==> src/rtl/bsle_pkg.sv <==
// ----------------------------------------------------------------------------
// bsle_pkg: shared types for the bounded sorted list engine
// Operation and status codes, beat payload structs and the control bundle
// that the controller broadcasts to the row of list cells.
// ----------------------------------------------------------------------------
`default_nettype none

package bsle_pkg;

  // Operation codes carried by an input beat
  typedef enum logic [2:0] {
    OP_INSERT  = 3'd0,
    OP_ORDERED = 3'd1,
    OP_DEL_POS = 3'd2,
    OP_DEL_VAL = 3'd3,
    OP_READ    = 3'd4
  } op_e;

  // Result status codes
  typedef enum logic [1:0] {
    STAT_OK        = 2'd0,
    STAT_NOT_FOUND = 2'd1,
    STAT_RANGE     = 2'd2,
    STAT_FULL      = 2'd3
  } status_e;

  // Sequencer states
  typedef enum logic {
    S_IDLE = 1'b0,
    S_EXEC = 1'b1
  } state_e;

  // Fixed field widths
  localparam int unsigned ValueW = 32;
  localparam int unsigned PosW   = 6;
  localparam int unsigned CountW = 7;

  // Input beat
  typedef struct packed {
    logic [2:0]               operation;
    logic signed [ValueW-1:0] value;
    logic [PosW-1:0]          position;
  } in_t;

  // Result beat
  typedef struct packed {
    logic signed [ValueW-1:0] read_data;
    status_e                  status;
    logic [CountW-1:0]        entry_count;
  } out_t;

  // Controller to cell broadcast
  typedef struct packed {
    logic cmp_en;   // latch per-cell compare against the incoming beat
    logic cmp_ord;  // compare is "entry >= value" (else equality)
    logic by_pos;   // target is given by position, not by compare hits
    logic ord;      // ordered insert: empty cells count as hits
    logic ins;      // shift up and drop value at the target
    logic del;      // shift down from the target
    logic load;     // commit the shift this cycle
  } cell_ctrl_t;

endpackage

`default_nettype wire

==> src/rtl/bsle_ctrl.sv <==
// ----------------------------------------------------------------------------
// bsle_ctrl: operation sequencer
// Takes an input beat, drives the cell row in the execute state, keeps the
// entry count and holds the result beat until it is taken.
// ----------------------------------------------------------------------------
`default_nettype none

module bsle_ctrl #(
  parameter int unsigned ListDepth = 64,
  parameter int unsigned PW        = 7,
  parameter int unsigned CW        = 7
) (
  input  wire logic                                clk_i,
  input  wire logic                                rst_ni,
  input  wire logic                                in_valid_i,
  output logic                                     in_ready_o,
  input  wire bsle_pkg::in_t                       in_data_i,
  output logic                                     out_valid_o,
  input  wire logic                                out_ready_i,
  output bsle_pkg::out_t                           out_data_o,
  input  wire logic                                found_i,
  input  wire logic signed [bsle_pkg::ValueW-1:0]  rd_i,
  output bsle_pkg::cell_ctrl_t                     ctrl_o,
  output logic signed [bsle_pkg::ValueW-1:0]       value_o,
  output logic [PW-1:0]                            pos_o,
  output logic [CW-1:0]                            count_o
);

  bsle_pkg::state_e                   state_q, state_d;
  bsle_pkg::op_e                      op_q;
  logic signed [bsle_pkg::ValueW-1:0] value_q;
  logic [bsle_pkg::PosW-1:0]          pos_q;
  logic [CW-1:0]                      count_q, count_d;
  logic                               out_valid_q;
  bsle_pkg::out_t                     out_q;

  logic                               accept;
  logic                               fire;
  logic                               full;
  logic [PW-1:0]                      pos_x;
  logic [PW-1:0]                      cnt_x;
  logic                               ins, del, by_pos;
  bsle_pkg::status_e                  status;
  logic signed [bsle_pkg::ValueW-1:0] rdata;

  assign accept = in_valid_i & in_ready_o;
  assign fire   = (state_q == bsle_pkg::S_EXEC) & (~out_valid_q | out_ready_i);
  assign pos_x  = PW'(pos_q);
  assign cnt_x  = PW'(count_q);
  assign full   = count_q == CW'(ListDepth);

  // Next state
  always_comb begin
    state_d = state_q;
    unique case (state_q)
      bsle_pkg::S_IDLE: if (accept) state_d = bsle_pkg::S_EXEC;
      bsle_pkg::S_EXEC: if (fire) state_d = bsle_pkg::S_IDLE;
      default: state_d = bsle_pkg::S_IDLE;
    endcase
  end

  // Outputs: decode, status and next count
  always_comb begin
    in_ready_o = state_q == bsle_pkg::S_IDLE;
    status     = bsle_pkg::STAT_OK;
    count_d    = count_q;
    rdata      = '0;
    ins        = 1'b0;
    del        = 1'b0;
    by_pos     = 1'b0;
    unique case (op_q)
      bsle_pkg::OP_INSERT: begin
        by_pos = 1'b1;
        if (pos_x > cnt_x) begin
          status = bsle_pkg::STAT_RANGE;
        end else if (full) begin
          status = bsle_pkg::STAT_FULL;
        end else begin
          ins     = 1'b1;
          count_d = count_q + CW'(1);
        end
      end
      bsle_pkg::OP_ORDERED: begin
        if (full) begin
          status = bsle_pkg::STAT_FULL;
        end else begin
          ins     = 1'b1;
          count_d = count_q + CW'(1);
        end
      end
      bsle_pkg::OP_DEL_POS: begin
        by_pos = 1'b1;
        if (pos_x >= cnt_x) begin
          status = bsle_pkg::STAT_RANGE;
        end else begin
          del     = 1'b1;
          count_d = count_q - CW'(1);
        end
      end
      bsle_pkg::OP_DEL_VAL: begin
        if (!found_i) begin
          status = bsle_pkg::STAT_NOT_FOUND;
        end else begin
          del     = 1'b1;
          count_d = count_q - CW'(1);
        end
      end
      bsle_pkg::OP_READ: begin
        if (pos_x >= cnt_x) begin
          status = bsle_pkg::STAT_RANGE;
        end else begin
          rdata = rd_i;
        end
      end
      default: ;
    endcase

    ctrl_o.cmp_en  = accept;
    ctrl_o.cmp_ord = bsle_pkg::op_e'(in_data_i.operation) == bsle_pkg::OP_ORDERED;
    ctrl_o.by_pos  = by_pos;
    ctrl_o.ord     = op_q == bsle_pkg::OP_ORDERED;
    ctrl_o.ins     = ins;
    ctrl_o.del     = del;
    ctrl_o.load    = fire & (ins | del);
  end

  assign value_o     = value_q;
  assign pos_o       = pos_x;
  assign count_o     = count_q;
  assign out_valid_o = out_valid_q;
  assign out_data_o  = out_q;

  // Control registers
  always_ff @(posedge clk_i or negedge rst_ni) begin
    if (!rst_ni) begin
      state_q     <= bsle_pkg::S_IDLE;
      count_q     <= '0;
      out_valid_q <= 1'b0;
    end else begin
      state_q <= state_d;
      if (fire) begin
        count_q     <= count_d;
        out_valid_q <= 1'b1;
      end else if (out_ready_i) begin
        out_valid_q <= 1'b0;
      end
    end
  end

  // Beat and result payload
  always_ff @(posedge clk_i) begin
    if (accept) begin
      op_q    <= bsle_pkg::op_e'(in_data_i.operation);
      value_q <= in_data_i.value;
      pos_q   <= in_data_i.position;
    end
    if (fire) begin
      out_q.read_data   <= rdata;
      out_q.status      <= status;
      out_q.entry_count <= bsle_pkg::CountW'(count_d);
    end
  end

endmodule

`default_nettype wire

==> config.mk <==
export PLATFORM = sky130hd
export DESIGN_NAME = bsle_ctrl
export DESIGN_NICKNAME = d
export VERILOG_FILES = /design/src/rtl/bsle_pkg.sv /design/src/rtl/bsle_ctrl.sv
export SDC_FILE = /design/constraint.sdc
export NUM_CORES = 1
export LEC_CHECK = 0
export BUFFER_PORTS_ARGS = -buffer_cell sky130_fd_sc_hd__buf_2
export CAP_MARGIN = 20
export CORE_ASPECT_RATIO = 1.5
export CORE_MARGIN = 2
export CORE_UTILIZATION = 47
export CTS_CLUSTER_DIAMETER = 120
export DETAILED_ROUTE_END_ITERATION = 8
export MAX_ROUTING_LAYER = met4
export PLACE_DENSITY = 0.8
export REMOVE_ABC_BUFFERS = 1
export SLEW_MARGIN = 0
export SYNTH_ARGS = -nofsm -noshare
export SYNTH_HDL_FRONTEND = slang
export SYNTH_SLANG_ARGS = --single-unit
==> constraint.sdc <==
create_clock -name clk_i -period 3.1 [get_ports clk_i]
set_input_delay 0.155 -clock clk_i [delete_from_list [all_inputs] [get_ports clk_i]]
set_output_delay 0.155 -clock clk_i [all_outputs]
set_load 0.05 [all_outputs]
* Word-level counts from Yosys, hierarchy flattened
Cells that the tools add are included.
** Word-level totals
- Word-level logic and storage cells :: 54
- Bits in registers :: 91
** Cells by class
- Muxes and demuxes :: 22
- Bitwise logic cells :: 8
- Order comparisons :: 2
- Reduce and logical (&&, ||, !) cells :: 5
- Eq/ne operators :: 6
- Add/subtract/negate cells :: 2
** Operators by type and width (number)
- 2-to-1 mux 7 bit :: 4
- case mux 7 bit (4 select lines) :: 1
- 2-to-1 mux 1 bit :: 10
- case mux 2 bit (4 select lines) :: 1
- adder 7 x 1 -> 7 bit (second input constant) :: 1
- equality test 7 bit (second input constant) :: 1
- greater-or-equal comparator 6 x 7 -> 1 bit :: 1
- greater-than comparator 6 x 7 -> 1 bit :: 1
- subtractor 7 x 1 -> 7 bit (second input constant) :: 1
- equality test 3 x 1 -> 1 bit (second input constant) :: 2
- equality test 3 x 2 -> 1 bit (second input constant) :: 2
- 2-to-1 mux 2 bit :: 3
- case mux 1 bit (2 select lines) :: 3
- OR reduction 2 bit :: 3
- AND 1 bit :: 3
- equality test 3 bit (second input constant) :: 1
- zero test 3 bit :: 1
- inverter 1 bit :: 3
- OR 1 bit :: 2
- nonzero test 2 bit :: 1

* Logic depth before layout (Yosys ltp)
Gate-level depths: netlist (run 1).
- Word-level depth :: 6
- Gate-level depth with buffers :: 10
- Mapped depth without buffers :: 9

* Worst setup path before layout (run 1)
Ideal clock, no wire load.
- Path kind :: register -> output
- Start point :: register state_q
- End point :: output ctrl_o[6] (netlist name)
- Slack :: 0.214 ns
- Stages on the path, launching flop included :: 3
- Buffers on the path :: 1
- Data required time :: 2.945 ns
- Data arrival time :: 2.731 ns
- Cells stage by stage :: dfrtp_1 -> nor2b_1 -> buf_4
** On the way
- Longest elaborated chain between the ends :: 2
** Ends and longest elaborated chain
- start, declared :: line bsle_ctrl.sv:29 : bsle_pkg::state_e state_q, state_d;
- start signal, assigned :: line bsle_ctrl.sv:136 : state_q <= bsle_pkg::S_IDLE;
- start signal, assigned :: line bsle_ctrl.sv:140 : state_q <= state_d;
- inverter 1 bit :: line bsle_ctrl.sv:64 : in_ready_o = state_q == bsle_pkg::S_IDLE;
- AND 1 bit :: line bsle_ctrl.sv:46 : assign accept = in_valid_i & in_ready_o;
- end, declared :: line bsle_ctrl.sv:23 : output bsle_pkg::cell_ctrl_t ctrl_o,
Every way passes these cells.

==> results.py, run 1 <==
metrics = {
    "outcome": {
        "run_status": "finished, final reports clean",
    },
    "cells_and_area": {
        "drive_gt1_share_pct": 42.60,
        "multiInputGateArea_mm2": 0.001102,
        "finalInstanceArea_mm2": 0.005585,
        "instances_no_fill": 605,
        "areaGrowthSynthToFinish_pct": 42.57,
        "final_util_pct": 69.32,
        "seq_area_mm2": 0.002689,
        "num_antenna_cells": 0,
        "n_fill_cell": 548,
        "fin_nets": 581,
    },
    "drt": {
        "wirelength_um": 10450,
        "wl_per_cell_um": 17.26,
        "drt_iter0_drc": 116,
        "wl_met1_um": 3704,
        "drc_errors": 0,
        "drt_pre_antenna_iters": 4,
        "post_drt_via_cell_ratio": 5.155,
        "dr_wl_met2_um": 5447,
        "dr_total_vias": 3119,
        "dr_wl_met3_um": 910,
        "highest_layer": "met4",
        "drtAntennaViolNets": 0,
    },
    "hold_path": {
        "holdPathStages": 1,
        "worstHoldStart": "in_data_i[39]",
        "holdPathEnd": "op_q[1]",
        "hold_path_class": "in2reg",
    },
    "worst_setup_path": {
        "crit_type": "reg2out",
        "cp_cell_sequence": "inv_1 -> ha_1 -> a211oi_2 -> nor3_4 -> o211ai_2 -> nand3_2 -> a21oi_2 -> buf_2",
        "crit_arrival_ns": 2.76,
        "rr_worst_depth": 9,
        "critical_path.slowest_cell": "dfrtp_1",
        "reg2reg_slack_ns": 0.34,
        "crit_fanout": 10,
        "crit_start": "count_o[4]",
        "start_kind": "flop",
        "r2r-start": "count_o[4]",
        "cp-end-kind": "output port",
        "timing.rr.end": "out_data_o[1]",
        "cpPeakStageDelay_ns": 0.50,
        "critical_path_required_ns": 2.94,
    },
    "synth": {
        "synth_top_area_share_pct": 62.86,
        "synthArstFlopShare_pct": 9.890,
        "synth_area_leaders": "edfxtp_1 63%, dfrtp_1 5.7%, and2_1 5.4%",
        "synth_warnings": 0,
        "avgSynthCellArea_um2": 13.89,
        "synth_edf_count": 82,
        "ys.flop_type": "edfxtp_1",
        "synth_area_mm2": 0.003918,
        "yosysTopAreaCell": "edfxtp_1",
        "netlist_instances": 282,
        "synth_seq_cells": 91,
        "synth_seq_area_share_pct": 68.60,
        "ys_types": 53,
    },
    "global_route": {
        "grt_max_degree": 33,
        "grt-ovfl-total": 0,
        "antenna_found_initial": 0,
        "grt_pass1_vias": 3273,
        "grt_pass1_wl_um": 16110,
        "grt_usage_pct": 24.78,
    },
    "die": {
        "fp.dieH_um": 115.8,
        "start_util_pct": 48.62,
        "core-area_mm2": 0.008058,
        "ioPinCount": 174,
        "die-area_mm2": 0.009097,
        "num_rows": 40,
        "fp.dieW_um": 78.55,
    },
    "timing": {
        "slew_headroom_pct": 47.81,
        "drv_slew": 0,
        "final.setup.tns_ns": 0,
        "timing.final.crit_period_ns": 2.919,
        "setup_violations": 0,
        "fin_crit_sh_pct": 94.16,
        "finClkSkew_ns": 0.01194,
        "max_freq_mhz": 342.6,
        "worst_pin_slew_ns": 0.7828,
        "rsz0062_at_grt": "no",
        "final_hold_viol_count": 0,
        "fin_ws_ns": 0.1810,
        "holdWs_ns": 0.004606,
    },
    "job": {
        "max-cap-violations": 0,
    },
    "placed_design": {
        "place_worst_setup_slack_ns": 0.3691,
        "place_congestion": 0.9960,
        "place_inst": 550,
        "dp_hpwl_um": 6800,
        "post_dp_cell_area_mm2": 0.004883,
        "portBuffers": 172,
    },
    "clock_network": {
        "clkTransAtPathRegs_ns": 0.07,
        "cts_setup_buffers": 0,
        "htree_levels": 3,
        "cts_tree": "yes",
        "clk_latency_ns": 0.34,
        "cts.sinks": 91,
        "cts_made_buffers": 9,
        "root_buffer": "clkbuf_16",
        "clock_path_buffers": 2,
    },
    "pwr": {
        "peakVddDrop_v": 0.0005390,
        "p_per_area_mw_per_mm2": 1038,
        "p_leak_nw": 2.436,
        "power_mw": 5.796,
    },
}
-- cell usage after synthesis (2+ instances only) --
| cell | n |
|---|---|
| nand2_1 | 9 |
| o22ai_1 | 4 |
| o221a_2 | 2 |
| nor2_1 | 20 |
| o21ai_0 | 2 |
| inv_1 | 13 |
| a31oi_1 | 4 |
| edfxtp_1 | 82 |
| buf_4 | 5 |
| xnor2_1 | 3 |
| a22oi_1 | 3 |
| nor3b_1 | 2 |
| mux2i_1 | 2 |
| nor2_2 | 2 |
| a21oi_1 | 14 |
| buf_2 | 3 |
| ha_1 | 8 |
| a21o_2 | 3 |
| or3_1 | 2 |
| nor2b_1 | 2 |
| clkbuf_1 | 7 |
| and2_1 | 34 |
| inv_2 | 2 |
| a221o_1 | 2 |
| nor3_1 | 10 |
| dfrtp_1 | 9 |
| nand3_1 | 7 |
-- final cells by class --
| class | count | share of cell area [%] |
|---|---|---|
| Clock inverter | 5 | 1.389 |
| Timing Repair Buffer | 217 | 23.21 |
| Sequential cell | 91 | 48.14 |
| Clock buffer | 11 | 4.167 |
| Inverter | 15 | 1.008 |
| Tap cell | 105 | 2.352 |
| Multi-Input combinational cell | 161 | 19.74 |
-- cell families (layout without fill, tap and decap cells) --
family          Yosys count  in the layout  share of synthesized area [%]
simple gates             99             99                          14.60
compound gates           47             47                          9.294
mux                       2              2                         0.5110
buf+inv                  30            248                          3.450
fa+ha+maj                 8              8                          2.555
other cells               1              1                        0.09572
flops                    91             91                          68.60
xor+xnor                  4              4                         0.8944
-- placed cells by master, fill, tap and decap left out, types with 2 or more instances in the layout --
cell / n
a22oi_1: 3
a21o_2: 3
mux2i_1: 2
nor2_1: 20
and2_1: 34
buf_2: 172
buf_4: 6
nor3_1: 10
dfrtp_1: 8
clkbuf_1: 2
o21ai_0: 2
xnor2_1: 3
o22ai_1: 4
or3_1: 2
a31oi_1: 4
ha_1: 8
inv_2: 3
dlygate4sd3_1: 39
inv_1: 12
nand2_1: 9
nand3_1: 7
nor2_2: 2
edfxtp_1: 82
nor3b_1: 2
o221a_2: 2
a221o_1: 2
a21oi_1: 14
bufinv_16: 2
clkbuf_16: 9
-- power by group --
group	total, mW	internal (mW)	switching, mW
Clock	1.13	0.704	0.425
Sequential	1.98	1.79	0.186
Combinational	2.69	0.660	2.03
-- critical path: cells and delay by family, from the launching register on --
family / cells / cell delay, ns
fa+ha+maj: 1 / 0.37
buf+inv: 2 / 0.45
flops: 1 / 0.50
compound gates: 3 / 0.76
simple gates: 2 / 0.35
-- how the worst max path moves through the flow --
stage	endpoint	slack [ns]
2_1_floorplan	op_q[0]	-0.26
3_3_place_gp	out_data_o[1]	0.45
3_5_place_dp	out_data_o[9]	0.37
4_1_cts	ctrl_o[0]	0.14
5_1_grt	ctrl_o[0]	0.03
6_report	ctrl_o[0]	0.18
-- what timing repair did --
action | CTS | global route
hold buffers | 37 | 2
setup endpoints to repair | 0 | 1
endpoints found under the hold margin | 45 | 2
resized for setup | 0 | 1
-- metal layers --
metal	vias to the layer above	GRT usage [%]
met5	-	-
met4	0	15.44
met3	31	5.218
met2	183	43.30
met1	1448	25.09
li1	1457	-
-- state kept, by name, summed over array words and instances (netlist names) --
name         cells
out_valid_o      1
count_o          7
state_q          1
value_o         32
out_data_o      41
op_q             3
pos_q            6
No activity file was read; power rests on OpenSTA's default activity.
==> run 2, diff against run 1 <==
CORE_UTILIZATION = 30   (was 47)
PLACE_DENSITY = 0.55   (was 0.8)
==> run 2 against run 1 <==
Compared with the run above: die area is 54% higher; routed wire length is 3.1% lower; critical endpoint unchanged; clock skew is 0.0011 ns lower.
==> results.py, run 2 (synthesis results as in run 1) <==
metrics = {
    "drt": {
        "post_drt_via_cell_ratio": 4.577,
        "wirelength_um": 10120,
        "drc_errors": 0,
        "dr_total_vias": 3030,
        "drt_iter0_drc": 61,
        "drt_pre_antenna_iters": 4,
        "wl_per_cell_um": 15.28,
        "drtAntennaViolNets": 0,
    },
    "global_route": {
        "antenna_found_initial": 0,
        "grt-ovfl-total": 0,
        "grt_pass1_wl_um": 15870,
        "busiest_layer": "met2",
        "grt_max_degree": 45,
        "grt_pass1_vias": 3154,
        "grt_use_met1_pct": 18.11,
        "grt_usage_pct": 14.95,
        "use_met3_pct": 3.696,
        "grtUsageMet2_pct": 24.20,
    },
    "clock_network": {
        "cts.sinks": 91,
        "clk_latency_ns": 0.34,
        "cts_tree": "yes",
        "clkTransAtPathRegs_ns": 0.07,
        "htree_levels": 3,
        "cts_made_buffers": 9,
        "root_buffer": "clkbuf_16",
        "clock_path_buffers": 2,
    },
    "worst_setup_path": {
        "start_kind": "flop",
        "crit_type": "reg2out",
        "critical_path_required_ns": 2.94,
        "cp-end-kind": "output port",
        "crit_fanout": 10,
        "crit_arrival_ns": 2.73,
    },
    "placed_design": {
        "post_dp_cell_area_mm2": 0.004951,
        "dp_hpwl_um": 7474,
        "place_worst_setup_slack_ns": 0.3243,
        "portBuffers": 172,
        "place_congestion": 0.8259,
    },
    "pwr": {
        "pwr-share-clk_pct": 19.1,
        "peakVddDrop_v": 0.0003839,
        "power.switching_mw": 2.635,
        "power_frac_seq_pct": 34.3,
        "p_int_mw": 3.078,
        "p_leak_nw": 2.444,
        "switching_share_pct": 46.12,
        "power_mw": 5.712,
        "p_per_area_mw_per_mm2": 1007,
        "pwr-share-comb_pct": 46.6,
    },
    "outcome": {
        "run_status": "finished, final reports clean",
    },
    "hold_path": {
        "hold_path_class": "in2reg",
    },
    "cells_and_area": {
        "num_antenna_cells": 0,
        "drive_gt1_share_pct": 42.74,
        "n_fill_cell": 1216,
        "final_util_pct": 44.01,
        "areaGrowthSynthToFinish_pct": 44.81,
        "finalInstanceArea_mm2": 0.005673,
        "final_common_cell": "buf_2",
        "largest_reg_flops": 41,
        "layout_common_cells": "172 x buf_2, 82 x edfxtp_1, 42 x dlygate4sd3_1",
        "fin_nets": 584,
    },
    "timing": {
        "timing.final.crit_period_ns": 2.884,
        "setup_violations": 0,
        "worst_pin_slew_ns": 0.8234,
        "fin_crit_sh_pct": 93.05,
        "max_freq_mhz": 346.7,
        "finClkSkew_ns": 0.01084,
        "holdWs_ns": 0.06149,
        "slew_headroom_pct": 44.99,
        "fin_ws_ns": 0.2155,
        "drv_slew": 0,
        "rsz0062_at_grt": "no",
        "final_hold_viol_count": 0,
    },
    "job": {
        "max-cap-violations": 0,
    },
    "die": {
        "die-area_mm2": 0.01401,
        "fp.dieW_um": 97.31,
        "num_rows": 51,
        "ioPinCount": 174,
        "start_util_pct": 30.39,
        "core-area_mm2": 0.01289,
        "fp.dieH_um": 144.0,
    },
}
-- run 2: cell count changes in the layout (fill, tap and decap cells not counted), sizes merged --
cell         change
bufinv           -1
clkbuf           -2
clkinv           +2
dlygate4sd3      +3
inv              +1
-- run 2: worst max-delay path: stages (launching register included) --
cell and delay (ns):
dfrtp_1 0.50, inv_1 0.14, ha_1 0.35, a211oi_2 0.28
nor3_4 0.11, o211ai_2 0.23, nand3_2 0.24, a21oi_2 0.23
buf_2 0.30
-- run 2: path summary, 6_finish.rpt --
| path | slack [ns] | start | cells past startpoint | endpoint |
|---|---|---|---|---|
| max in group asynchronous | 2.66 | rst_ni | 2 | count_o[2] |
| max reg2reg | 0.33 | count_o[4] | 9 | out_data_o[1] |
| min in group asynchronous | 0.21 | rst_ni | 2 | out_valid_o |
| max | 0.22 | count_o[4] | 8 | ctrl_o[0] |
| min | 0.06 | in_valid_i | 3 | state_q |
| min reg2reg | 0.52 | out_valid_o | 2 | out_valid_o |
-- run 2: metrics by stage --
step / std cells / TNS [ns]
after floorplan: 267 / -10.79
after global placement: 604 / 0
after detailed placement: 604 / 0
after CTS: 662 / 0
after global routing: 662 / 0
final: 662 / 0
-- run 2: layer usage --
| metal | wire length [µm] | vias up | part of all wire [%] |
|---|---|---|---|
| li1 | - | 1470 | - |
| met1 | 4384 | 1374 | 43 |
| met2 | 4707 | 173 | 47 |
| met3 | 820 | 13 | 8.1 |
| met4 | 206 | 0 | 2.0 |
| met5 | 0 | - | 0 |
-- run 2: timing repair --
item | 4_1_cts | 5_1_grt
hold endpoints to repair | 50 | 0
endpoints found under the setup margin | 0 | 2
setup buffers | 0 | 0
resized for setup | 0 | 1
hold buffers | 42 | 0
-- run 2: area by class of cell --
class / instances / area [µm²] / share of cell area, %
inverter: 15 / 56.30 / 0.9925
clock inverter: 7 / 75.07 / 1.323
timing repair buffer: 220 / 1326 / 23.38
clock buffer: 9 / 225.2 / 3.970
sequential: 91 / 2689 / 47.40
tap: 159 / 198.9 / 3.507
multi-input combinational: 161 / 1102 / 19.43
-- run 2: power by group through the flow --
stage	sequential, mW	combinational, mW	clock, mW
3_3_place_gp	1.98	2.62	0
2_1_floorplan	3.11	0.866	0
5_1_grt	2.01	2.81	1.17
3_5_place_dp	1.99	2.63	0
6_report	1.96	2.66	1.09
4_1_cts	1.97	2.68	1.13
