**src/rtl/bsle_pkg.sv**
```systemverilog
// ----------------------------------------------------------------------------
// bsle_pkg: shared types for the bounded sorted list engine
// Operation and status codes, beat payload structs and the control bundle
// that the controller broadcasts to the row of list cells.
// ----------------------------------------------------------------------------
`default_nettype none

package bsle_pkg;

  // Operation codes carried by an input beat
  typedef enum logic [2:0] {
    OP_INSERT  = 3'd0,
    OP_ORDERED = 3'd1,
    OP_DEL_POS = 3'd2,
    OP_DEL_VAL = 3'd3,
    OP_READ    = 3'd4
  } op_e;

  // Result status codes
  typedef enum logic [1:0] {
    STAT_OK        = 2'd0,
    STAT_NOT_FOUND = 2'd1,
    STAT_RANGE     = 2'd2,
    STAT_FULL      = 2'd3
  } status_e;

  // Sequencer states
  typedef enum logic {
    S_IDLE = 1'b0,
    S_EXEC = 1'b1
  } state_e;

  // Fixed field widths
  localparam int unsigned ValueW = 32;
  localparam int unsigned PosW   = 6;
  localparam int unsigned CountW = 7;

  // Input beat
  typedef struct packed {
    logic [2:0]               operation;
    logic signed [ValueW-1:0] value;
    logic [PosW-1:0]          position;
  } in_t;

  // Result beat
  typedef struct packed {
    logic signed [ValueW-1:0] read_data;
    status_e                  status;
    logic [CountW-1:0]        entry_count;
  } out_t;

  // Controller to cell broadcast
  typedef struct packed {
    logic cmp_en;   // latch per-cell compare against the incoming beat
    logic cmp_ord;  // compare is "entry >= value" (else equality)
    logic by_pos;   // target is given by position, not by compare hits
    logic ord;      // ordered insert: empty cells count as hits
    logic ins;      // shift up and drop value at the target
    logic del;      // shift down from the target
    logic load;     // commit the shift this cycle
  } cell_ctrl_t;

endpackage

`default_nettype wire

```
**src/rtl/bsle_cell.sv**
```systemverilog
// ----------------------------------------------------------------------------
// bsle_cell: one list slot
// Holds one entry, latches its own compare result, extends the target chain
// from its left neighbor and shifts in from a neighbor on insert or delete.
// ----------------------------------------------------------------------------
`default_nettype none

module bsle_cell #(
  parameter int unsigned Idx = 0,
  parameter int unsigned PW  = 7,
  parameter int unsigned CW  = 7
) (
  input  wire logic                                clk_i,
  input  wire bsle_pkg::cell_ctrl_t                ctrl_i,
  input  wire logic signed [bsle_pkg::ValueW-1:0]  cmp_value_i,
  input  wire logic signed [bsle_pkg::ValueW-1:0]  ins_value_i,
  input  wire logic [PW-1:0]                       pos_i,
  input  wire logic [CW-1:0]                       count_i,
  input  wire logic signed [bsle_pkg::ValueW-1:0]  left_entry_i,
  input  wire logic signed [bsle_pkg::ValueW-1:0]  right_entry_i,
  input  wire logic                                ge_i,
  input  wire logic signed [bsle_pkg::ValueW-1:0]  rd_i,
  output logic signed [bsle_pkg::ValueW-1:0]       entry_o,
  output logic                                     ge_o,
  output logic signed [bsle_pkg::ValueW-1:0]       rd_o
);

  logic signed [bsle_pkg::ValueW-1:0] entry_q, entry_d;
  logic                               hit_q, hit_d;
  logic                               valid;
  logic                               own;
  logic                               sel;

  // Slot holds a live entry when it sits below the count
  assign valid = PW'(Idx) < PW'(count_i);

  // Compare latched in the accept cycle
  always_comb begin
    hit_d = hit_q;
    if (ctrl_i.cmp_en) begin
      if (ctrl_i.cmp_ord) begin
        hit_d = valid & (entry_q >= cmp_value_i);
      end else begin
        hit_d = valid & (entry_q == cmp_value_i);
      end
    end
  end

  // Target chain: set from the first targeted slot onward
  assign own  = ctrl_i.by_pos ? (PW'(Idx) >= pos_i) : (hit_q | (ctrl_i.ord & ~valid));
  assign ge_o = ge_i | own;

  // Shift network
  always_comb begin
    entry_d = entry_q;
    if (ctrl_i.load) begin
      if (ctrl_i.ins) begin
        if (ge_i) begin
          entry_d = left_entry_i;
        end else if (ge_o) begin
          entry_d = ins_value_i;
        end
      end else if (ctrl_i.del && ge_o) begin
        entry_d = right_entry_i;
      end
    end
  end

  // Read path: the addressed slot joins the OR chain
  assign sel  = PW'(Idx) == pos_i;
  assign rd_o = rd_i | (sel ? entry_q : '0);

  assign entry_o = entry_q;

  // Payload registers, no reset
  always_ff @(posedge clk_i) begin
    entry_q <= entry_d;
    hit_q   <= hit_d;
  end

endmodule

`default_nettype wire

```
**config.mk**
```make
export PLATFORM = sky130hd
export DESIGN_NAME = bsle_cell
export DESIGN_NICKNAME = d
export VERILOG_FILES = /design/src/rtl/bsle_pkg.sv /design/src/rtl/bsle_cell.sv
export SDC_FILE = /design/constraint.sdc
export NUM_CORES = 1
export LEC_CHECK = 0
export BUFFER_PORTS_ARGS = -buffer_cell sky130_fd_sc_hd__buf_2
export CORE_AREA = 2 2 96 98
export CTS_BUF_LIST = sky130_fd_sc_hd__clkbuf_8
export DETAILED_ROUTE_END_ITERATION = 10
export DIE_AREA = 0 0 98 100
export PLACE_DENSITY = 0.84
export SETUP_SLACK_MARGIN = 0.3
export SLEW_MARGIN = 25
export SYNTH_ARGS = -nofsm -noshare
export SYNTH_HDL_FRONTEND = slang
export SYNTH_SLANG_ARGS = --single-unit
```
**constraint.sdc**
```tcl
create_clock -name clk_i -period 2.15 [get_ports clk_i]
set_input_delay 0.1075 -clock clk_i [delete_from_list [all_inputs] [get_ports clk_i]]
set_output_delay 0.1075 -clock clk_i [all_outputs]
set_load 0.1 [all_outputs]
```
* Yosys cells after proc, flatten, opt, wreduce, memory -nomap -nowiden *
Index checks and enable logic that the tools add are counted.

cells by class
  bitwise operators = 7
  order comparisons = 3
  mux-type cells = 7
  equal/unequal tests = 2
  reduce and logical (&&, ||, !) cells = 4

operator list
  cell                                                       count
  two-way mux 32 bit                                         5
  == test 32 bit                                             1
  >= comparator 32 bit                                       1
  bitwise OR 32 bit                                          1
  >= comparator 1 x 7 -> 1 bit, first input constant         1
  logical NOT 7 bit                                          1
  less-than comparator 1 x 7 -> 1 bit, first input constant  1
  bitwise AND 1 bit                                          3
  != test 3 x 1 -> 1 bit, second input constant              1
  AND reduction 3 bit                                        1
  two-way mux 1 bit                                          2
  bitwise OR 1 bit                                           2
  nonzero test 2 bit                                         1
  logical AND 1 bit                                          1
  NOT 1 bit                                                  1

storage, ports and cells
  input bits = 183
  output and inout port bits = 65
  register bits after elaboration = 33
  logic and storage cells = 25

* Depth between registers and ports, before layout *
Gate-level depths: netlist of run 1.

  word-level depth = 9
  gate-level depth with buffers = 7
  depth with buffers taken out = 7

* Worst setup path before layout of run 1 *
No wires, ideal clock.

  kind = input-to-reg
  start point = input port pos_i[3]
  end point = register entry_q, in the netlist entry_o[0] (enable)
  arrival time = 2.737 ns
  setup time = 0.387 ns
  path buffers = 0
  required time = 1.763 ns
  stages = 5
  slack = -0.974 ns
  cell sequence = or4_1 -> nor4_4 -> nor2b_1 -> o21bai_2 -> o211a_1

between the ends
  longest elaborated chain between the ends = 6
  elaborated cells between the ends (all ways) = 7
  classes of those cells = order compare: 1; eq/ne: 1; mux: 1; bitwise: 1; reduce/logical: 3

RTL lines
  what                             RTL line         RTL
  start: declaration               bsle_cell.sv:17  input wire logic [PW-1:0] pos_i,
  >= comparator 1 x 7 -> 1 bit *   bsle_cell.sv:50  assign own = ctrl_i.by_pos ? (PW'(Idx) >= pos_i) : (hit_q | (ctrl_i.ord & ~valid));
  two-way mux 1 bit *              bsle_cell.sv:50
  bitwise OR 1 bit *               bsle_cell.sv:51  assign ge_o = ge_i | own;
  via ge_o                         bsle_cell.sv:24  output logic ge_o,
  logical AND 1 bit                bsle_cell.sv:63  end else if (ctrl_i.del && ge_o) begin
  nonzero test 2 bit (no line)     n/a
  AND reduction 3 bit (no line) *  n/a
  end signal: assignment           bsle_cell.sv:77  entry_q <= entry_d;
  end: declaration                 bsle_cell.sv:28  logic signed [bsle_pkg::ValueW-1:0] entry_q, entry_d;

Mark *: on every way through the listed nets, which the timed path passes. The rest lies on a longest branch.
A chain may end at the register's enable or synchronous reset.

* Worst setup path after layout of run 1 *
  start point = register entry_q, in the netlist entry_o[31]
  end point = register hit_q (data pin)

between the ends
  longest elaborated chain between the ends = 3
  elaborated cells between the ends (all ways) = 5
  classes of those cells = order compare: 1; eq/ne: 1; mux: 1; bitwise: 2

RTL lines
  what                                                    RTL line                          RTL
  >= comparator 32 bit or == test 32 bit (tied branches)  bsle_cell.sv:42, bsle_cell.sv:44
  bitwise AND 1 bit (on tied branches)                    bsle_cell.sv:42, bsle_cell.sv:44
  two-way mux 1 bit *                                     bsle_cell.sv:41                   if (ctrl_i.cmp_ord) begin
  end signal: assignment                                  bsle_cell.sv:78                   hit_q <= hit_d;
  end: declaration                                        bsle_cell.sv:29                   logic hit_q, hit_d;

Mark *: on every way between the ends. The rest lies on a longest branch, timed or not.

==> flow_summary.json, run 1 <==
{
  "slowest_stage": "edfxtp_1",
  "reg2reg_depth": 8,
  "overflow": 0,
  "crit_path_end_kind": "flop",
  "p_leak_nw": 2.681,
  "start_kind": "flop",
  "ant_nets": 0,
  "die_y_um": 100,
  "first_iter_violations": 112,
  "syn_to_final_growth_pct": 81.87,
  "crit_chain": "ha_4 > nand4_1 > buf_4 > nor2_1 > a22oi_1 > buf_4 > a21oi_1 > a211oi_2",
  "finalCritPeriodShare_pct": 90.93,
  "yosysTopAreaCell": "edfxtp_1",
  "skew_ns": 0.005383,
  "firstDrtPassIters": 5,
  "cts-root-buf": "clkbuf_8",
  "register_area_um2": 991.0,
  "drt-total-wl_mm": 10.83,
  "cts.sinks": 33,
  "avgSynthCellArea_um2": 9.317,
  "io_pins": 248,
  "clk_pin_slew_ns": 0.07,
  "top_layer_used": "met4",
  "vias_per_cell": 4.945,
  "rsz0062_at_grt": "yes",
  "tightest_slew_ns": 0.5980,
  "crit_top_cell": "buf_4",
  "synth_compound_area_share_pct": 21.35,
  "worst-path-max-fanout": 3,
  "cts_buffers": 5,
  "required_ns": 2.17,
  "power_frac_seq_pct": 31.7,
  "ys_ff_latch": 33,
  "postSynth.topFlopCell": "edfxtp_1",
  "grt_pass1_vias": 3563,
  "yosys-top-cells-count": "45 x a21oi_1, 35 x a21o_1, 33 x edfxtp_1, 33 x inv_1, 33 x nor2_1",
  "worstSetupPathType": "reg -> reg",
  "dieArea_um2": 9800,
  "p_switching_mw": 1.079,
  "cp.arrival_ns": 1.98,
  "combPwrFrac_pct": 50.7,
  "fmax_mhz": 511.5,
  "synth-adder-area-share_pct": 14.32,
  "synth_most_common_cell": "a21oi_1",
  "drive_gt1_share_pct": 57.35,
  "grt_pass1_wl_mm": 16.82,
  "relSlewSlack_pct": 60.13,
  "synthXorXnorAreaFrac_pct": 0,
  "holdPathStages": 1,
  "p_int_mw": 1.437,
  "cts_hold_buf": 0,
  "yosysUniqueCellTypes": 30,
  "powerDensity_nw_per_um2": 494.8,
  "maxCapViolations": 0,
  "core_area_um2": 8890,
  "vias": 3343,
  "final-setup-viol-count": 0,
  "die_x_um": 98,
  "final_max_slew_viol_count": 0,
  "ir_worst_vdd_mv": 0.2913,
  "cts_max_path_buffers": 2,
  "min_to": "hit_q",
  "initial_utilization_pct": 31.44,
  "synth_mux_area_share_pct": 11.46,
  "synth_nets": 515,
  "dp_hpwl_mm": 8.991,
  "swShare_pct": 42.88,
  "hp-class": "in -> reg",
  "grtUsageTotal_pct": 21.55,
  "met1_length_mm": 4.179,
  "synth-seq-area-share_pct": 35.45,
  "reg2reg_to": "hit_q",
  "multi_input_area_um2": 1809,
  "finalWorstSetupSlack_ns": 0.1950,
  "synth_top_area_share_pct": 35.45,
  "yosys.area_share.simple_pct": 10.83,
  "rows": 35,
  "period_needed_ns": 1.955,
  "clk-insertion-delay-late_ns": 0.28,
  "pwr-share-clk_pct": 17.6,
  "wl_met3_um": 682,
  "synth_top_family_by_area": "compound AO/OA/AOI/OAI gates",
  "antennaDiodeCount": 0,
  "place_ws_ns": 0.1197,
  "place.port_buffers": 247,
  "synthCells": 300,
  "nFillCells": 768,
  "slowest_delay_ns": 0.44,
  "hold_viol": 0,
  "async_flop_share_pct": 0,
  "gp_congestion": 0.8852,
  "power_mw": 2.516,
  "dr_wl_met2_mm": 5.750,
  "antenna_found_initial": 0,
  "h-tree-depth": 2,
  "synth_edf_count": 33,
  "synthesis.area_um2": 2795,
  "r2r_setup_slack_ns": 0.19,
  "hp-start": "ctrl_i[6]",
  "reg2reg_from": "entry_o[31]",
  "drc": 0,
  "ys.warnings.count": 0,
  "grt_max_degree": 36,
  "synthTopCellsByArea": "edfxtp_1 35%, ha_1 14%, mux2i_1 11%",
  "tritoncts": "done",
  "wl_per_cell_um": 16.02,
  "nNetsFinal": 779,
  "outcome": "finished clean"
}
==> critical path: cells and delay by family (launching register included) <==
family	cells	cell delay, ns
flip-flops	1	0.44
buffers and inverters	2	0.37
AO/OA/AOI/OAI	3	0.32
adder cells (fa/ha/maj)	1	0.30
AND/OR/NAND/NOR	2	0.29
==> power groups by stage <==
stage | Sequential (mW) | Combinational [mW] | Clock, mW
final | 0.797 | 1.28 | 0.441
after global routing | 0.802 | 1.35 | 0.480
after CTS | 0.797 | 1.28 | 0.461
after detailed placement | 0.814 | 1.24 | 0
after global placement | 0.809 | 1.21 | 0
after floorplan | 1.06 | 0.533 | 0
==> layer usage <==
| layer | vias up | GRT usage [%] |
|---|---|---|
| met5 | - | 0 |
| met4 | 0 | 6.517 |
| met3 | 22 | 4.318 |
| met2 | 155 | 40.57 |
| met1 | 1536 | 24.55 |
| li1 | 1630 | - |
==> state kept, by name, indices dropped and copies added (netlist names) <==
signal   count
entry_o     32
hit_q        1
==> area by class of cell <==
class | count | area share, %
flip-flops and latches | 33 | 19.49
multi-input cells | 220 | 35.59
well taps | 111 | 2.732
repair buffers | 271 | 38.17
clock inverters | 3 | 0.2215
clock buffers | 5 | 1.354
inverters | 33 | 2.437
==> kinds of logic (layout without fill, tap and decap cells) <==
family          after synthesis  count (layout)
fa+ha+maj                    32              32
mux                          32              32
compound gates               94              94
buf+inv                      47             312
flops                        33              33
simple gates                 62              62
==> worst max-delay path by stage <==
stage | from | end | slack, ns
after floorplan | entry_o[14] | hit_q | -0.19
final | entry_o[31] | hit_q | 0.19
after detailed placement | entry_o[17] | hit_q | 0.12
after global routing | entry_o[31] | hit_q | 0.08
after global placement | entry_o[11] | hit_q | 0.15
after CTS | entry_o[30] | hit_q | 0.22
==> layout by cell type (no fill, tap or decap), drive strengths merged, types with 3 or more instances in the layout <==
cell type / count
a21o: 35
a21oi: 45
buf: 271
clkbuf: 5
edfxtp: 33
ha: 32
inv: 36
mux2i: 32
nand2: 6
nand3: 4
nand4: 8
nor2: 33
nor3: 3
nor4: 3
o21ai: 3
==> metrics by stage <==
stage                     area (um2)  setup TNS, ns  utilization, %  hold slack, ns  cells
final                           5084              0           57.19         0.02354    676
after floorplan                 2929         -5.964               -          0.2200    300
after global routing            5084              0           57.19         0.02079    676
after CTS                       5062              0           56.95         0.01463    675
after detailed placement        4802              0           54.02          0.3115    649
after global placement          4802              0           54.02          0.3251    649
==> timing repair <==
action | 4_1_cts | 5_1_grt
setup buffers | 18 | 1
pin swaps | 10 | 6
endpoints found under the setup margin | 18 | 1
resized for setup | 8 | 3
No activity file was read; power rests on OpenSTA's default activity.
==> run 2: changes to the inputs <==
--- a/config.mk
+++ b/config.mk
@@ -6,11 +6,11 @@
 export NUM_CORES = 1
 export LEC_CHECK = 0
 export BUFFER_PORTS_ARGS = -buffer_cell sky130_fd_sc_hd__buf_2
-export CORE_AREA = 2 2 96 98
+export CORE_MARGIN = 2
+export CORE_UTILIZATION = 25
 export CTS_BUF_LIST = sky130_fd_sc_hd__clkbuf_8
 export DETAILED_ROUTE_END_ITERATION = 10
-export DIE_AREA = 0 0 98 100
-export PLACE_DENSITY = 0.84
+export PLACE_DENSITY = 0.7
 export SETUP_SLACK_MARGIN = 0.3
 export SLEW_MARGIN = 25
 export SYNTH_ARGS = -nofsm -noshare
==> run 2 against run 1 <==
Against the previous run:
- worst hold slack better by 0.015 ns
- combinational power barely moved
- fmax grew 3.2%
- via count decreased by 2.0%
- register-to-register slack better by 0.06 ns
- critical path type unchanged
- first-iteration DRC count is 15% lower
- largest cell class unchanged
==> flow_summary.json, run 2 (synthesized netlist as in run 1, its figures left out) <==
{
  "final_area_um2": 5072,
  "largest_register_ffs": 32,
  "h-tree-depth": 2,
  "rsz0062_at_grt": "yes",
  "reg2reg_from": "entry_o[28]",
  "place.port_buffers": 247,
  "tightest_slew_ns": 0.5042,
  "fin_cells": 699,
  "crit_chain": "ha_1 > nand4_1 > buf_4 > nor3_1 > a221oi_2 > and4_1 > a211oi_2",
  "hp-start": "ctrl_i[6]",
  "crit_path_end_kind": "flop",
  "vias": 3276,
  "final_cell_mix": "215 x buf_2, 44 x a21oi_1, 35 x buf_12",
  "cts.sinks": 33,
  "first_iter_violations": 95,
  "required_ns": 2.18,
  "dieArea_um2": 12040,
  "grt_pass1_wl_mm": 16.02,
  "syn_to_final_growth_pct": 81.47,
  "outcome": "finished clean",
  "fmax_mhz": 527.8,
  "r2r_setup_slack_ns": 0.26,
  "slowest_stage": "edfxtp_1",
  "drt-total-wl_mm": 10.88,
  "core_area_um2": 10890,
  "nNetsFinal": 773,
  "finalCritPeriodShare_pct": 88.13,
  "path_depth": 7,
  "holdPathStages": 1,
  "maxCapViolations": 0,
  "cts_buffers": 5,
  "critical_path_buf_inv_count": 1,
  "antenna_found_initial": 0,
  "swShare_pct": 43.26,
  "mostFrequentLayoutCell": "buf_2",
  "critPathTopFamily": "simple AND/OR/NAND/NOR gates",
  "final_max_slew_viol_count": 0,
  "grt_max_degree": 45,
  "period_needed_ns": 1.895,
  "clk-insertion-delay-late_ns": 0.28,
  "p_int_mw": 1.431,
  "finalWorstSetupSlack_ns": 0.2553,
  "min_to": "hit_q",
  "hold_viol": 0,
  "dp_hpwl_mm": 9.236,
  "tns_ns": 0,
  "grtUsageTotal_pct": 17.38,
  "p_leak_nw": 2.642,
  "powerDensity_nw_per_um2": 497.1,
  "initial_utilization_pct": 25.67,
  "tritoncts": "done",
  "vias_per_cell": 4.687,
  "slowest_delay_ns": 0.43,
  "relSlewSlack_pct": 66.62,
  "pwr-share-clk_pct": 18.2,
  "clk_pin_slew_ns": 0.07,
  "cp.arrival_ns": 1.92,
  "die_x_um": 109.7,
  "wl_per_cell_um": 15.57,
  "gp_congestion": 0.8391,
  "antennaDiodeCount": 0,
  "power_frac_seq_pct": 31.6,
  "hp-class": "in -> reg",
  "start_kind": "flop",
  "cts-root-buf": "clkbuf_8",
  "drc": 0,
  "place_ws_ns": 0.1067,
  "reg2reg_depth": 7,
  "ant_nets": 0,
  "placed_cell_area_um2": 4843,
  "final_util_pct": 46.59,
  "reg2reg_to": "hit_q",
  "p_switching_mw": 1.091,
  "firstDrtPassIters": 4,
  "cts_hold_buf": 0,
  "cts_max_path_buffers": 2,
  "combPwrFrac_pct": 50.2,
  "worst-path-max-fanout": 3,
  "io_pins": 248,
  "drive_gt1_share_pct": 57.07,
  "dpl.cell_count": 679,
  "grt_pass1_vias": 3449,
  "worstSetupPathType": "reg -> reg",
  "overflow": 0,
  "final-setup-viol-count": 0,
  "ir_worst_vdd_mv": 0.2244,
  "skew_ns": 0.006105,
  "die_y_um": 109.7,
  "rows": 38
}
-- run 2: cell types whose count changed in the layout (fill, tap and decap cells not counted) --
cell / previous run / this run
a21oi_2: 0 / 1
clkinv_1: 0 / 2
nor3_2: 2 / 1
a21oi_1: 45 / 44
clkinv_2: 0 / 1
inv_1: 36 / 33
buf_4: 21 / 14
nor3_1: 1 / 2
buf_2: 214 / 215
-- run 2: repair_timing --
action	CTS	global route
pin swaps	8	0
gates resized for setup	10	1
setup buffers	12	0
endpoints found under the setup margin	19	1
-- run 2: stage by stage --
stage / hold slack, ns / total power, mW
after floorplan: 0.2200 / 1.593
after global placement: 0.3361 / 2.028
after detailed placement: 0.3307 / 2.053
after CTS: 0.03098 / 2.546
after global routing: 0.02542 / 2.649
final: 0.03827 / 2.521
-- run 2: how the worst max path moves through the flow --
stage                      startpoint    end  slack (ns)
after floorplan           entry_o[14]  hit_q       -0.19
after detailed placement  entry_o[18]  hit_q        0.11
final                     entry_o[28]  hit_q        0.26
after global placement    entry_o[19]  hit_q        0.15
after CTS                 entry_o[31]  hit_q        0.22
after global routing      entry_o[27]  hit_q        0.12
-- run 2: power groups by stage --
stage | clock (mW) | sequential [mW] | combinational (mW)
finish | 0.459 | 0.796 | 1.27
global route | 0.506 | 0.802 | 1.34
CTS | 0.479 | 0.797 | 1.27
detailed placement | 0 | 0.814 | 1.24
global placement | 0 | 0.810 | 1.22
floorplan | 0 | 1.06 | 0.533
-- run 2: metal layers --
layer | wire length (um) | share of wire (%) | track usage, % | up-vias
li1 | - | - | - | 1624
met2 | 5798 | 53 | 33.11 | 132
met1 | 4244 | 39 | 19.43 | 1506
met4 | 200 | 1.8 | 5.696 | 0
met5 | 0 | 0 | 0 | -
met3 | 640 | 5.9 | 2.845 | 14
-- run 2: area by class of cell --
type                    instances  area, um2
multi-input cells             220       1808
clock buffers                   5      68.82
fillers                      1025       5816
inverters                      33      123.9
flip-flops and latches         33      991.0
clock inverters                 3      12.51
well taps                     140      175.2
repair buffers                265       1893
==> run 3: changes to the inputs <==
--- a/config.mk
+++ b/config.mk
@@ -10,7 +10,6 @@
 export CORE_UTILIZATION = 25
 export CTS_BUF_LIST = sky130_fd_sc_hd__clkbuf_8
 export DETAILED_ROUTE_END_ITERATION = 10
-export PLACE_DENSITY = 0.7
 export SETUP_SLACK_MARGIN = 0.3
 export SLEW_MARGIN = 25
 export SYNTH_ARGS = -nofsm -noshare
==> run 3 against run 2 <==
Against the previous run:
- worst setup slack worse by 0.084 ns
- global-route usage down 0.49 points
- total power decreased by 1.2%
- worst hold slack worse by 0.0012 ns
- clock power is 2% lower
- sequential power about the same
- utilization is 0.55 points lower
- die area unchanged
==> flow_summary.json, run 3 (synthesized netlist as in run 1, its figures left out) <==
{
  "reg2reg_depth": 8,
  "p_leak_nw": 2.622,
  "p_int_mw": 1.425,
  "place.port_buffers": 247,
  "wl_per_cell_um": 15.11,
  "hp-class": "in -> reg",
  "mostFrequentLayoutCell": "buf_2",
  "final_cell_mix": "214 x buf_2, 45 x a21oi_1, 34 x buf_12",
  "grtUsageTotal_pct": 16.89,
  "power_mw": 2.491,
  "grt_pass1_vias": 3255,
  "skew_ns": 0.008680,
  "fin_hold_ws_ns": 0.03706,
  "hp-start": "ctrl_i[6]",
  "place_ws_ns": 0.05624,
  "cp.arrival_ns": 1.99,
  "io_pins": 248,
  "final_max_slew_viol_count": 0,
  "tritoncts": "done",
  "ir_worst_vdd_mv": 0.2727,
  "relSlewSlack_pct": 66.63,
  "dp_hpwl_mm": 9.188,
  "period_needed_ns": 1.978,
  "nNetsFinal": 770,
  "combPwrFrac_pct": 49.9,
  "dpl.cell_count": 680,
  "vias_per_cell": 4.588,
  "reg2reg_from": "entry_o[29]",
  "drt-total-wl_mm": 10.52,
  "p_switching_mw": 1.066,
  "firstDrtPassIters": 4,
  "initial_utilization_pct": 25.67,
  "tightest_slew_ns": 0.5040,
  "overflow": 0,
  "die_x_um": 109.7,
  "antennaDiodeCount": 0,
  "rows": 38,
  "gp_congestion": 0.7920,
  "core_area_um2": 10890,
  "crit_path_start": "entry_o[29]",
  "crit_path_end_kind": "flop",
  "ant_nets": 0,
  "drive_gt1_share_pct": 56.29,
  "swShare_pct": 42.79,
  "worst-path-max-fanout": 3,
  "pwr-share-clk_pct": 18.0,
  "cts_buffers": 5,
  "grt_max_degree": 33,
  "first_iter_violations": 69,
  "final-setup-viol-count": 0,
  "vias": 3193,
  "clk-insertion-delay-late_ns": 0.28,
  "hold_viol": 0,
  "syn_to_final_growth_pct": 79.32,
  "final_area_um2": 5012,
  "start_kind": "flop",
  "clk_pin_slew_ns": 0.07,
  "nFillCells": 1048,
  "holdPathStages": 1,
  "power_frac_seq_pct": 32.0,
  "fmax_mhz": 505.5,
  "dieArea_um2": 12040,
  "cts_hold_buf": 0,
  "finalWorstSetupSlack_ns": 0.1717,
  "outcome": "finished clean",
  "drc": 0,
  "largest_register_ffs": 32,
  "cts-root-buf": "clkbuf_8",
  "required_ns": 2.17,
  "cts_max_path_buffers": 2,
  "worstSetupPathType": "reg -> reg",
  "fin_cells": 696,
  "grt_pass1_wl_mm": 15.51,
  "rsz0062_at_grt": "yes",
  "finalCritPeriodShare_pct": 92.01,
  "powerDensity_nw_per_um2": 497.0,
  "die_y_um": 109.7,
  "cts.sinks": 33,
  "antenna_found_initial": 0,
  "maxCapViolations": 0,
  "placed_cell_area_um2": 4841,
  "h-tree-depth": 2
}
[run 3: through the flow]
step	TNS [ns]	utilization, %
after floorplan	-5.964	-
after global placement	0	44.46
after detailed placement	0	44.46
after CTS	0	45.78
after global routing	0	46.04
final	0	46.04
[run 3: cell type report]
cell class | count | area, um2 | area share [%]
clock buffers | 5 | 68.82 | 1.373
clock inverters | 3 | 12.51 | 0.2496
inverters | 33 | 123.9 | 2.471
multi-input cells | 220 | 1777 | 35.45
flip-flops and latches | 33 | 991.0 | 19.77
well taps | 140 | 175.2 | 3.495
repair buffers | 262 | 1864 | 37.19
[run 3: worst max-delay path: stages (launching register included)]
cell and delay, ns:
edfxtp_1 0.40, ha_1 0.32, nand4_1 0.21, buf_4 0.16, buf_4 0.09, inv_1 0.03
a22oi_1 0.20, and4_1 0.24, a211oi_2 0.06
[run 3: what timing repair did]
action | 4_1_cts | 5_1_grt
setup endpoints to repair | 33 | 7
cloned | 0 | 0
setup buffers | 6 | 2
gates resized for setup | 4 | 4
pin swaps | 6 | 5
[run 3: metal layers]
layer / vias to the layer above / global-route usage [%] / routed length [um]
li1: 1613 / - / -
met1: 1459 / 20.63 / 4225
met2: 110 / 30.47 / 5562
met3: 11 / 2.786 / 599
met4: 0 / 4.611 / 130
met5: - / 0 / 0
[run 3: power by group through the flow]
stage,combinational (mW),sequential [mW],clock [mW]
6_report,1.24,0.798,0.449
3_5_place_dp,1.23,0.814,0
2_1_floorplan,0.533,1.06,0
4_1_cts,1.25,0.799,0.468
5_1_grt,1.32,0.803,0.487
3_3_place_gp,1.22,0.810,0
[run 3: path summary, 6_finish.rpt]
kind | to | slack, ns
min | hit_q | 0.04
max | hit_q | 0.17
min reg2reg | hit_q | 0.95
max reg2reg | hit_q | 0.17
